==> config.mk <==
export PLATFORM = sky130hd
export DESIGN_NAME = led_driver_serial_frame_engine_unit
export DESIGN_NICKNAME = d
export VERILOG_FILES = /design/src/rtl/ledsfe_pkg.sv /design/src/rtl/ledsfe_seq.sv /design/src/rtl/led_driver_serial_frame_engine_unit.sv
export SDC_FILE = /design/constraint.sdc
export NUM_CORES = 1
export LEC_CHECK = 0
export BUFFER_PORTS_ARGS = -buffer_cell sky130_fd_sc_hd__clkbuf_2
export CORE_AREA = 2 2 77 134
export DETAILED_ROUTE_END_ITERATION = 12
export DIE_AREA = 0 0 79 136
export HOLD_SLACK_MARGIN = 0.06
export SYNTH_ARGS = -nofsm -noshare
export SYNTH_HDL_FRONTEND = slang
export SYNTH_SLANG_ARGS = --single-unit
export TNS_END_PERCENT = 20
==> constraint.sdc <==
create_clock -name clock -period 3.6 [get_ports clock]
set_clock_uncertainty 0.15 [all_clocks]
set_input_delay 1.08 -clock clock [delete_from_list [all_inputs] [get_ports clock]]
set_output_delay 1.08 -clock clock [all_outputs]
set_load 0.02 [all_outputs]
==> src/rtl/ledsfe_pkg.sv <==
`default_nettype none

package ledsfe_pkg;

   // item action codes
   typedef enum logic [2:0] {
      ACT_CMD   = 3'd0,
      ACT_WRITE = 3'd1,
      ACT_READ  = 3'd2,
      ACT_CLEAR = 3'd3,
      ACT_TICK  = 3'd4
   } action_type;

   // frame kinds, same codes as the start actions
   typedef enum logic [1:0] {
      FRM_CMD   = 2'd0,
      FRM_WRITE = 2'd1,
      FRM_READ  = 2'd2,
      FRM_CLEAR = 2'd3
   } frame_type;

   // frame id bits sent ahead of each frame
   localparam logic [2:0] ID_CMD   = 3'b100;
   localparam logic [2:0] ID_WRITE = 3'b101;
   localparam logic [2:0] ID_READ  = 3'b110;
   localparam int unsigned ID_BITS  = 3;
   localparam int unsigned CMD_BITS = 8;
   localparam int unsigned CMD_FRAME_LEN = 12;

   // fixed port widths
   localparam int unsigned READ_DATA_W = 12;
   localparam int unsigned EXT_W       = 16;

   // one result word
   typedef struct packed {
      logic                   accepted;
      logic                   chip_select;
      logic                   write_strobe;
      logic                   read_strobe;
      logic                   data_out;
      logic                   data_driven;
      logic                   frame_end;
      logic                   read_valid;
      logic [READ_DATA_W-1:0] read_data;
   } result_type;

endpackage

`default_nettype wire

==> src/rtl/ledsfe_seq.sv <==
`default_nettype none

module ledsfe_seq #(
   parameter int unsigned DATA_BITS    = 12,
   parameter int unsigned ADDRESS_BITS = 7,
   parameter int unsigned CLEAR_BYTES  = 48
) (
   input  wire logic                   clock,
   input  wire logic                   reset,
   input  wire logic                   step,
   input  wire logic [2:0]             action,
   input  wire logic [7:0]             command,
   input  wire logic [6:0]             address,
   input  wire logic [11:0]            write_data,
   input  wire logic                   data_in,
   output ledsfe_pkg::result_type      result
);

   localparam int unsigned HDR_BITS  = ledsfe_pkg::ID_BITS + ADDRESS_BITS;
   localparam int unsigned SEND_W    = HDR_BITS + DATA_BITS;
   localparam int unsigned CLEAR_LEN = HDR_BITS + 8 * CLEAR_BYTES;
   localparam int unsigned DATA_LEN  = HDR_BITS + DATA_BITS;
   localparam int unsigned MAX_LEN   = (CLEAR_LEN > DATA_LEN) ? CLEAR_LEN : DATA_LEN;
   localparam int unsigned IDX_W     = $clog2(MAX_LEN + 1);
   localparam int unsigned CMD_SHIFT = SEND_W - ledsfe_pkg::ID_BITS - ledsfe_pkg::CMD_BITS;

   localparam logic [IDX_W-1:0] HDR_IDX   = IDX_W'(HDR_BITS);
   localparam logic [IDX_W-1:0] CMD_IDX   = IDX_W'(ledsfe_pkg::CMD_FRAME_LEN);
   localparam logic [IDX_W-1:0] DATA_IDX  = IDX_W'(DATA_LEN);
   localparam logic [IDX_W-1:0] CLEAR_IDX = IDX_W'(CLEAR_LEN);

   ledsfe_pkg::frame_type kind_ff, kind_in;
   logic                  busy_ff, busy_in;
   logic [IDX_W-1:0]      index_ff, index_in;
   logic [SEND_W-1:0]     send_ff, send_in;
   logic [DATA_BITS-1:0]  read_ff, read_in;

   ledsfe_pkg::action_type act;
   logic [ledsfe_pkg::EXT_W-1:0] addr_ext, wdat_ext, rd_ext;
   logic [ADDRESS_BITS-1:0] addr_use;
   logic [DATA_BITS-1:0]    wdat_use, read_shifted;
   logic [IDX_W-1:0]        index_next, frame_len;
   logic                    read_tick, done;

   assign act      = ledsfe_pkg::action_type'(action);
   assign addr_ext = ledsfe_pkg::EXT_W'(address);
   assign wdat_ext = ledsfe_pkg::EXT_W'(write_data);
   assign addr_use = addr_ext[ADDRESS_BITS-1:0];
   assign wdat_use = wdat_ext[DATA_BITS-1:0];

   // frame length by kind
   always_comb begin
      case (kind_ff)
         ledsfe_pkg::FRM_CMD:   frame_len = CMD_IDX;
         ledsfe_pkg::FRM_WRITE: frame_len = DATA_IDX;
         ledsfe_pkg::FRM_READ:  frame_len = DATA_IDX;
         default:               frame_len = CLEAR_IDX;
      endcase
   end

   // tick bookkeeping
   assign index_next   = index_ff + IDX_W'(1);
   assign done         = index_next >= frame_len;
   assign read_tick    = (kind_ff == ledsfe_pkg::FRM_READ) && (index_ff >= HDR_IDX);
   assign read_shifted = {read_ff[DATA_BITS-2:0], data_in};
   assign rd_ext       = ledsfe_pkg::EXT_W'(read_shifted);

   // action decode, next state and result
   always_comb begin
      kind_in  = kind_ff;
      busy_in  = busy_ff;
      index_in = index_ff;
      send_in  = send_ff;
      read_in  = read_ff;
      result   = '0;
      unique case (act) inside
         ledsfe_pkg::ACT_CMD, ledsfe_pkg::ACT_WRITE,
         ledsfe_pkg::ACT_READ, ledsfe_pkg::ACT_CLEAR: begin
            if (!busy_ff) begin
               case (act)
                  ledsfe_pkg::ACT_CMD:
                     send_in = SEND_W'({ledsfe_pkg::ID_CMD, command}) << CMD_SHIFT;
                  ledsfe_pkg::ACT_WRITE:
                     send_in = SEND_W'({ledsfe_pkg::ID_WRITE, addr_use, wdat_use});
                  ledsfe_pkg::ACT_READ:
                     send_in = SEND_W'({ledsfe_pkg::ID_READ, addr_use}) << DATA_BITS;
                  default:
                     send_in = SEND_W'(ledsfe_pkg::ID_WRITE) << (SEND_W - ledsfe_pkg::ID_BITS);
               endcase
               kind_in         = ledsfe_pkg::frame_type'(action[1:0]);
               busy_in         = 1'b1;
               index_in        = '0;
               read_in         = '0;
               result.accepted = 1'b1;
            end
         end
         ledsfe_pkg::ACT_TICK: begin
            if (busy_ff) begin
               result.chip_select = 1'b1;
               if (read_tick) begin
                  result.read_strobe = 1'b1;
                  read_in            = read_shifted;
               end else begin
                  result.write_strobe = 1'b1;
                  result.data_out     = send_ff[SEND_W-1];
                  result.data_driven  = 1'b1;
                  send_in             = {send_ff[SEND_W-2:0], 1'b0};
               end
               index_in = index_next;
               if (done) begin
                  result.frame_end = 1'b1;
                  busy_in          = 1'b0;
                  if (kind_ff == ledsfe_pkg::FRM_READ) begin
                     result.read_valid = 1'b1;
                     result.read_data  = rd_ext[ledsfe_pkg::READ_DATA_W-1:0];
                  end
               end
            end
         end
         default: ;
      endcase
   end

   // frame state
   always_ff @(posedge clock) begin
      if (reset) begin
         kind_ff  <= ledsfe_pkg::FRM_CMD;
         busy_ff  <= 1'b0;
         index_ff <= '0;
         send_ff  <= '0;
         read_ff  <= '0;
      end else if (step) begin
         kind_ff  <= kind_in;
         busy_ff  <= busy_in;
         index_ff <= index_in;
         send_ff  <= send_in;
         read_ff  <= read_in;
      end
   end

endmodule

`default_nettype wire

==> src/rtl/led_driver_serial_frame_engine_unit.sv <==
`default_nettype none

// Serial frame engine for a three-wire LED matrix controller. A start word
// (command, write, read or clear) loads a frame and each tick word then
// drives or samples one serial bit, reporting chip select, write and read
// strobes, the data level and pin direction. Each word is decoded against
// the frame state in the cycle it is accepted and its result sits in one
// output register, so a new word is taken each cycle while that register is
// empty or being drained. A start during a frame is refused with accepted
// low.
module led_driver_serial_frame_engine_unit #(
   parameter int unsigned DATA_BITS    = 12,
   parameter int unsigned ADDRESS_BITS = 7,
   parameter int unsigned CLEAR_BYTES  = 48
) (
   input  wire logic        clock,
   input  wire logic        reset,
   input  wire logic        req_valid,
   output logic             req_ready,
   input  wire logic [2:0]  req_action,
   input  wire logic [7:0]  req_command,
   input  wire logic [6:0]  req_address,
   input  wire logic [11:0] req_write_data,
   input  wire logic        req_data_in,
   output logic             rsp_valid,
   input  wire logic        rsp_ready,
   output logic             rsp_accepted,
   output logic             rsp_chip_select,
   output logic             rsp_write_strobe,
   output logic             rsp_read_strobe,
   output logic             rsp_data_out,
   output logic             rsp_data_driven,
   output logic             rsp_frame_end,
   output logic             rsp_read_valid,
   output logic [11:0]      rsp_read_data
);

   ledsfe_pkg::result_type result, rsp_ff;
   logic                   rsp_valid_ff, rsp_valid_in;
   logic                   step;

   // take a word whenever the output register is free or draining
   assign req_ready = !rsp_valid_ff || rsp_ready;
   assign step      = req_valid && req_ready;

   ledsfe_seq #(
      .DATA_BITS    (DATA_BITS),
      .ADDRESS_BITS (ADDRESS_BITS),
      .CLEAR_BYTES  (CLEAR_BYTES)
   ) u_seq (
      .clock      (clock),
      .reset      (reset),
      .step       (step),
      .action     (req_action),
      .command    (req_command),
      .address    (req_address),
      .write_data (req_write_data),
      .data_in    (req_data_in),
      .result     (result)
   );

   // output valid
   assign rsp_valid_in = step || (rsp_valid_ff && !rsp_ready);

   always_ff @(posedge clock) begin
      if (reset) begin
         rsp_valid_ff <= 1'b0;
      end else begin
         rsp_valid_ff <= rsp_valid_in;
      end
   end

   // output payload
   always_ff @(posedge clock) begin
      if (step) begin
         rsp_ff <= result;
      end
   end

   assign rsp_valid        = rsp_valid_ff;
   assign rsp_accepted     = rsp_ff.accepted;
   assign rsp_chip_select  = rsp_ff.chip_select;
   assign rsp_write_strobe = rsp_ff.write_strobe;
   assign rsp_read_strobe  = rsp_ff.read_strobe;
   assign rsp_data_out     = rsp_ff.data_out;
   assign rsp_data_driven  = rsp_ff.data_driven;
   assign rsp_frame_end    = rsp_ff.frame_end;
   assign rsp_read_valid   = rsp_ff.read_valid;
   assign rsp_read_data    = rsp_ff.read_data;

endmodule

`default_nettype wire
# --- After elaboration in Yosys (flattened, before gate mapping) ---
# Cells that the tools add are included.
word_totals:
  ff_bits: 66
  input_bits: 35
  output_inout_bits: 22
  word_cells: 74
classes:
  add_sub_neg: 1
  magnitude_cmp: 2
  eq_ne: 10
  mux: 23
  n_bitwise: 2
  n_reduce_logical: 21
op_table:
  columns: ["cell", "count"]
  rows:
  - ["22-bit 2-to-1 mux", 3]
  - ["21-bit one-hot mux with 3 select lines", 1]
  - ["22-bit one-hot mux with 2 select lines", 1]
  - ["9-bit one-hot mux with 2 select lines", 2]
  - ["11-bit 2-to-1 mux", 3]
  - ["11-bit one-hot mux with 2 select lines", 1]
  - ["19-bit 2-to-1 mux", 1]
  - ["9-bit 2-to-1 mux", 2]
  - ["14-bit 2-to-1 mux", 1]
  - ["13-bit 2-to-1 mux", 1]
  - ["5-bit AND reduction", 2]
  - ["9-bit by 1-bit adder with 9-bit output, second input constant", 1]
  - ["9-bit by 4-bit greater-or-equal comparator with 1-bit output, second input constant", 1]
  - ["9-bit greater-or-equal comparator", 1]
  - ["4-bit AND reduction", 2]
  - ["3-bit by 2-bit equality test with 1-bit output, second input constant", 2]
  - ["3-bit AND reduction", 2]
  - ["1-bit 2-to-1 mux", 5]
  - ["2-bit by 1-bit inequality test with 1-bit output, second input constant", 2]
  - ["2-bit inequality test, second input constant", 2]
  - ["2-bit AND reduction", 2]
  - ["4-bit OR reduction", 1]
  - ["3-bit by 1-bit equality test with 1-bit output, second input constant", 1]
  - ["3-bit equality test, second input constant", 1]
  - ["13 further kinds", 18]

# --- Depth between registers and ports, before layout ---
depth:
  word_depth: 7
  mapped_depth: 11
  mapped_depth_nobuf: 9

# --- By module ---
# A second synthesis with hierarchy kept.
hier_totals:
  hier_cells: 368
  hier_area_um2: 3480.8
modules_own_cells:
  columns: ["mod", "instances", "cells_each", "area_each_um2"]
  rows:
  - ["ledsfe_seq", 1, 343, 2825.2]
  - ["led_driver_serial_frame_engine_unit", 1, 25, 655.6]

# --- Worst setup path after synthesis ---
# Ideal clock, no wire load.
synth_timing:
  path_type: "input port to flip-flop"
  start: "input port rsp_ready"
  end: "register u_seq.send_ff[10]"
  setup_time_ns: 0.134
  t_arrival_ns: 2.794
  required_time_ns: 3.316
  path_slack_ns: 0.522
  cell_stages: 7
  n_path_buf: 1
  cell_sequence: "nand2b_1 -> nand2_1 -> inv_1 -> o21ai_1 -> nor2_2 -> buf_2 -> a211oi_1"
synth_via:
  elab_chain_cells: 3
synth_lines:
  columns: ["item", "line_no", "text"]
  rows:
  - ["start: declaration", "led_driver_serial_frame_engine_unit.sv:26", "input wire logic rsp_ready,"]
  - ["1-bit logical OR", "led_driver_serial_frame_engine_unit.sv:43", "assign req_ready = !rsp_valid_ff || rsp_ready;"]
  - ["1-bit logical AND", "led_driver_serial_frame_engine_unit.sv:44", "assign step = req_valid && req_ready;"]
  - ["named net step", "led_driver_serial_frame_engine_unit.sv:40", "logic step;"]
  - ["5-bit AND reduction (no line)", null, null]
  - ["end signal: assignment", "ledsfe_seq.sv:136", "send_ff <= send_in;"]
  - ["end: declaration", "ledsfe_seq.sv:35", "logic [SEND_W-1:0] send_ff, send_in;"]
# The timed path passes the listed nets, and every way through them passes these cells.
# A chain may end at the register's enable or synchronous reset.

# --- Final worst setup path ---
layout_timing:
  start: "input port rsp_ready"
  end: "output port req_ready"
layout_via:
  elab_chain_cells: 1
layout_lines:
  columns: ["item", "line_no", "text"]
  rows:
  - ["1-bit logical OR", "led_driver_serial_frame_engine_unit.sv:43", null]
  - ["end: declaration", "led_driver_serial_frame_engine_unit.sv:19", "output logic req_ready,"]
# No other way between the ends.

==> reports/summary.txt <==
status -> finished clean
hpwl dp -> 5550 um
Avg Synthesized Cell Area -> 9.34 um2
top-area cell type share of the netlist area -> 0.280
Area contributors post-synth -> dfxtp_1 (28%), edfxtp_1 (17%), a21oi_1 (7.5%), a211oi_1 (4.3%), a22oi_1 (4.3%)
Total Nets Final -> 447
Core Box Area -> 9730 um2
Worst Tran Pin Value -> 0.967 ns
Multi-input gate area -> 1620 um2
Clk Latency, worst-skew pair -> 0.33 ns
DIE WIDTH -> 79 um
first-pass GRT wire length -> 13000 um
First-pass DRT Iterations -> 4
Area Overhead vs Synth -> 21.3%
hold wc startpoint -> u_seq.send_ff[11]$_SDFFE_PP0P_
ys async rst share -> 0
flop and latch count out of synthesis -> 65
cell area after synthesis -> 3290 um2
CP peak stage delay -> 0.23 ns
DR WL/cell -> 14.7 um
setup_tns -> 0 ns
fmax -> 0.352 GHz
setup violators final -> 0
Vias -> 2807
Rows -> 48
gpl congestion -> 0.797
# fillers -> 988
Crit Path Category -> in2out
Ys Warns -> 0
EDFF count, synth -> 19
CP required -> 2.37 ns
share of cells above drive strength 1 -> 0.254
area leader, netlist -> dfxtp_1
DRT iter0 DRCs -> 196
fin crit share -> 0.789
Reg2Reg Setup Slack -> 0.79 ns
r2r startpoint -> u_seq.index_ff[1]$_SDFFE_PP0P_
hold depth -> 2
max-cap viol count -> 0
antenna fix cells -> 0
Seq/Total Area, Yosys -> 0.453
CP arrival -> 1.61 ns
# DRC -> 0
final hold slack -> 0.319 ns
Top delay family on crit path -> buffers and inverters
TritonCTS buffer count -> 9
# IOs -> 57
Pleak -> 0.00150 uW
CP Max Fanout -> 5
CP Capture Type -> output pin
CTS tree -> built
gr usage total -> 0.155
FF/Latch Area -> 1490 um2
final WL -> 7830 um
CP startpoint -> rsp_ready
initial antenna violation count -> 0
Startpoint Class -> primary input
HP Class -> reg2reg
number of buffer and inverter stages on the critical path -> 2
CTS resizes -> 0
CP max-delay cell -> nand2b_1
post-synthesis instance total -> 352
Die Ht -> 136 um
Crit path depth -> 3
number of buffers added for setup after CTS -> 0
most frequent cells after synthesis -> a21oi_1 (49), dfxtp_1 (46), nor2_1 (30)
# clock sinks -> 65
Initial Utilization -> 0.338
Via-to-Cell Ratio -> 5.29
vias in the first global route -> 2788
clk buf depth -> 2
Final min period -> 2.84 ns
Buffers on Ports -> 56
Max VDD drop -> 0.247 mV
RSZ-0062 raised after global routing -> false
DRT antenna net count -> 0
total power -> 1920 uW
grt ovf -> 0
R2R depth -> 9
H-tree levels -> 3
top-count cell post-synth -> a21oi_1
final-report max-slew violation count -> 0
Die Area -> 10700 um2
Synth Flop Type -> dfxtp_1
PD cells -> 482 nW/um2
clk root buf -> clkbuf_16
Fin. Hold Viols -> 0
max_slew headroom -> 0.356
Post-Syn Nets -> 398
cell mode on critical path -> clkbuf_2
clock-pin slew on the worst setup and hold paths -> 0.05 ns
hold-fix buffers at CTS -> 0
Netlist cell types -> 46
cells along the critical path -> clkbuf_2, nand2b_1, clkbuf_2
pin count of the biggest net entering global routing -> 47
[layout make-up]
class / instances / area share
Timing Repair Buffer: 66 / 0.0891
Clock buffer: 10 / 0.0574
Inverter: 13 / 0.0122
Multi-Input combinational cell: 246 / 0.405
Sequential cell: 65 / 0.374
Clock inverter: 6 / 0.0232
Tap cell: 125 / 0.0392
[where the power goes]
group / switching [uW] / leakage [uW] / internal, uW
clock: 328 / 0.000149 / 608
sequential: 14.3 / 0.000566 / 783
combinational: 118 / 0.000787 / 71.0
total: 459 / 0.00150 / 1460
[worst reg2reg max path: stages (launching register included)]
cell and delay [ns]:
dfxtp_1 0.43, ha_1 0.31, nand3_1 0.22, xnor2_1 0.18, ha_1 0.31, o21ai_0 0.08, a21oi_1 0.07, a211oi_1 0.27
o221a_4 0.40, nor2_1 0.12
[placed cells by master, fill, tap and decap left out, types with 7 or more instances in the layout]
cell type / count
clkbuf_2: 56
a21oi_1: 49
dfxtp_1: 46
nor2_1: 30
a211oi_1: 19
a22oi_1: 19
edfxtp_1: 19
nand3_1: 17
o21ai_0: 17
inv_1: 12
ha_1: 11
nand2_1: 10
buf_4: 10
clkbuf_16: 9
nand4_1: 8
nor3b_2: 8
mux2_2: 7
[state kept, by name, summed over array words and instances, names as in the netlist]
name,flops
u_seq.send_ff,22
rsp_chip_select,1
u_seq.index_ff,9
u_seq.busy_ff,1
rsp_read_data,12
u_seq.read_ff,11
u_seq.kind_ff,2
rsp_frame_end,1
rsp_write_strobe,1
rsp_read_strobe,1
rsp_data_out,1
rsp_valid,1
rsp_read_valid,1
rsp_accepted,1
[routing by layer]
| layer | GRT usage | share of wire | wire length, um |
|---|---|---|---|
| met1 | 0.159 | 0.39 | 3040 |
| met2 | 0.279 | 0.53 | 4160 |
| met3 | 0.0312 | 0.038 | 300 |
| met4 | 0.102 | 0.042 | 332 |
| met5 | 0 | 0 | 0 |
[cell families after synthesis]
logic type / Yosys count / synth area share
AND/OR/NAND/NOR: 100 / 0.174
adder cells (fa/ha/maj): 11 / 0.0418
XOR/XNOR: 6 / 0.0160
multiplexers: 10 / 0.0331
flip-flops: 65 / 0.453
AO/OA/AOI/OAI: 119 / 0.226
buffers and inverters: 41 / 0.0551
[stage by stage]
step	cells	worst slack, ns	utilization	area (um2)
2_1_floorplan	352	0.522	-	3290
3_3_place_gp	515	0.559	0.377	3670
3_5_place_dp	515	0.523	0.377	3670
4_1_cts	531	0.753	0.410	3990
5_1_grt	531	0.617	0.410	3990
6_report	531	0.759	0.410	3990
[worst paths after layout]
check | end
hold / removal | u_seq.send_ff[11]$_SDFFE_PP0P_
setup / recovery | req_ready
setup reg to reg | rsp_frame_end$_SDFFCE_PN0P_
hold reg to reg | u_seq.send_ff[11]$_SDFFE_PP0P_
(Power assumes the default switching activity.)
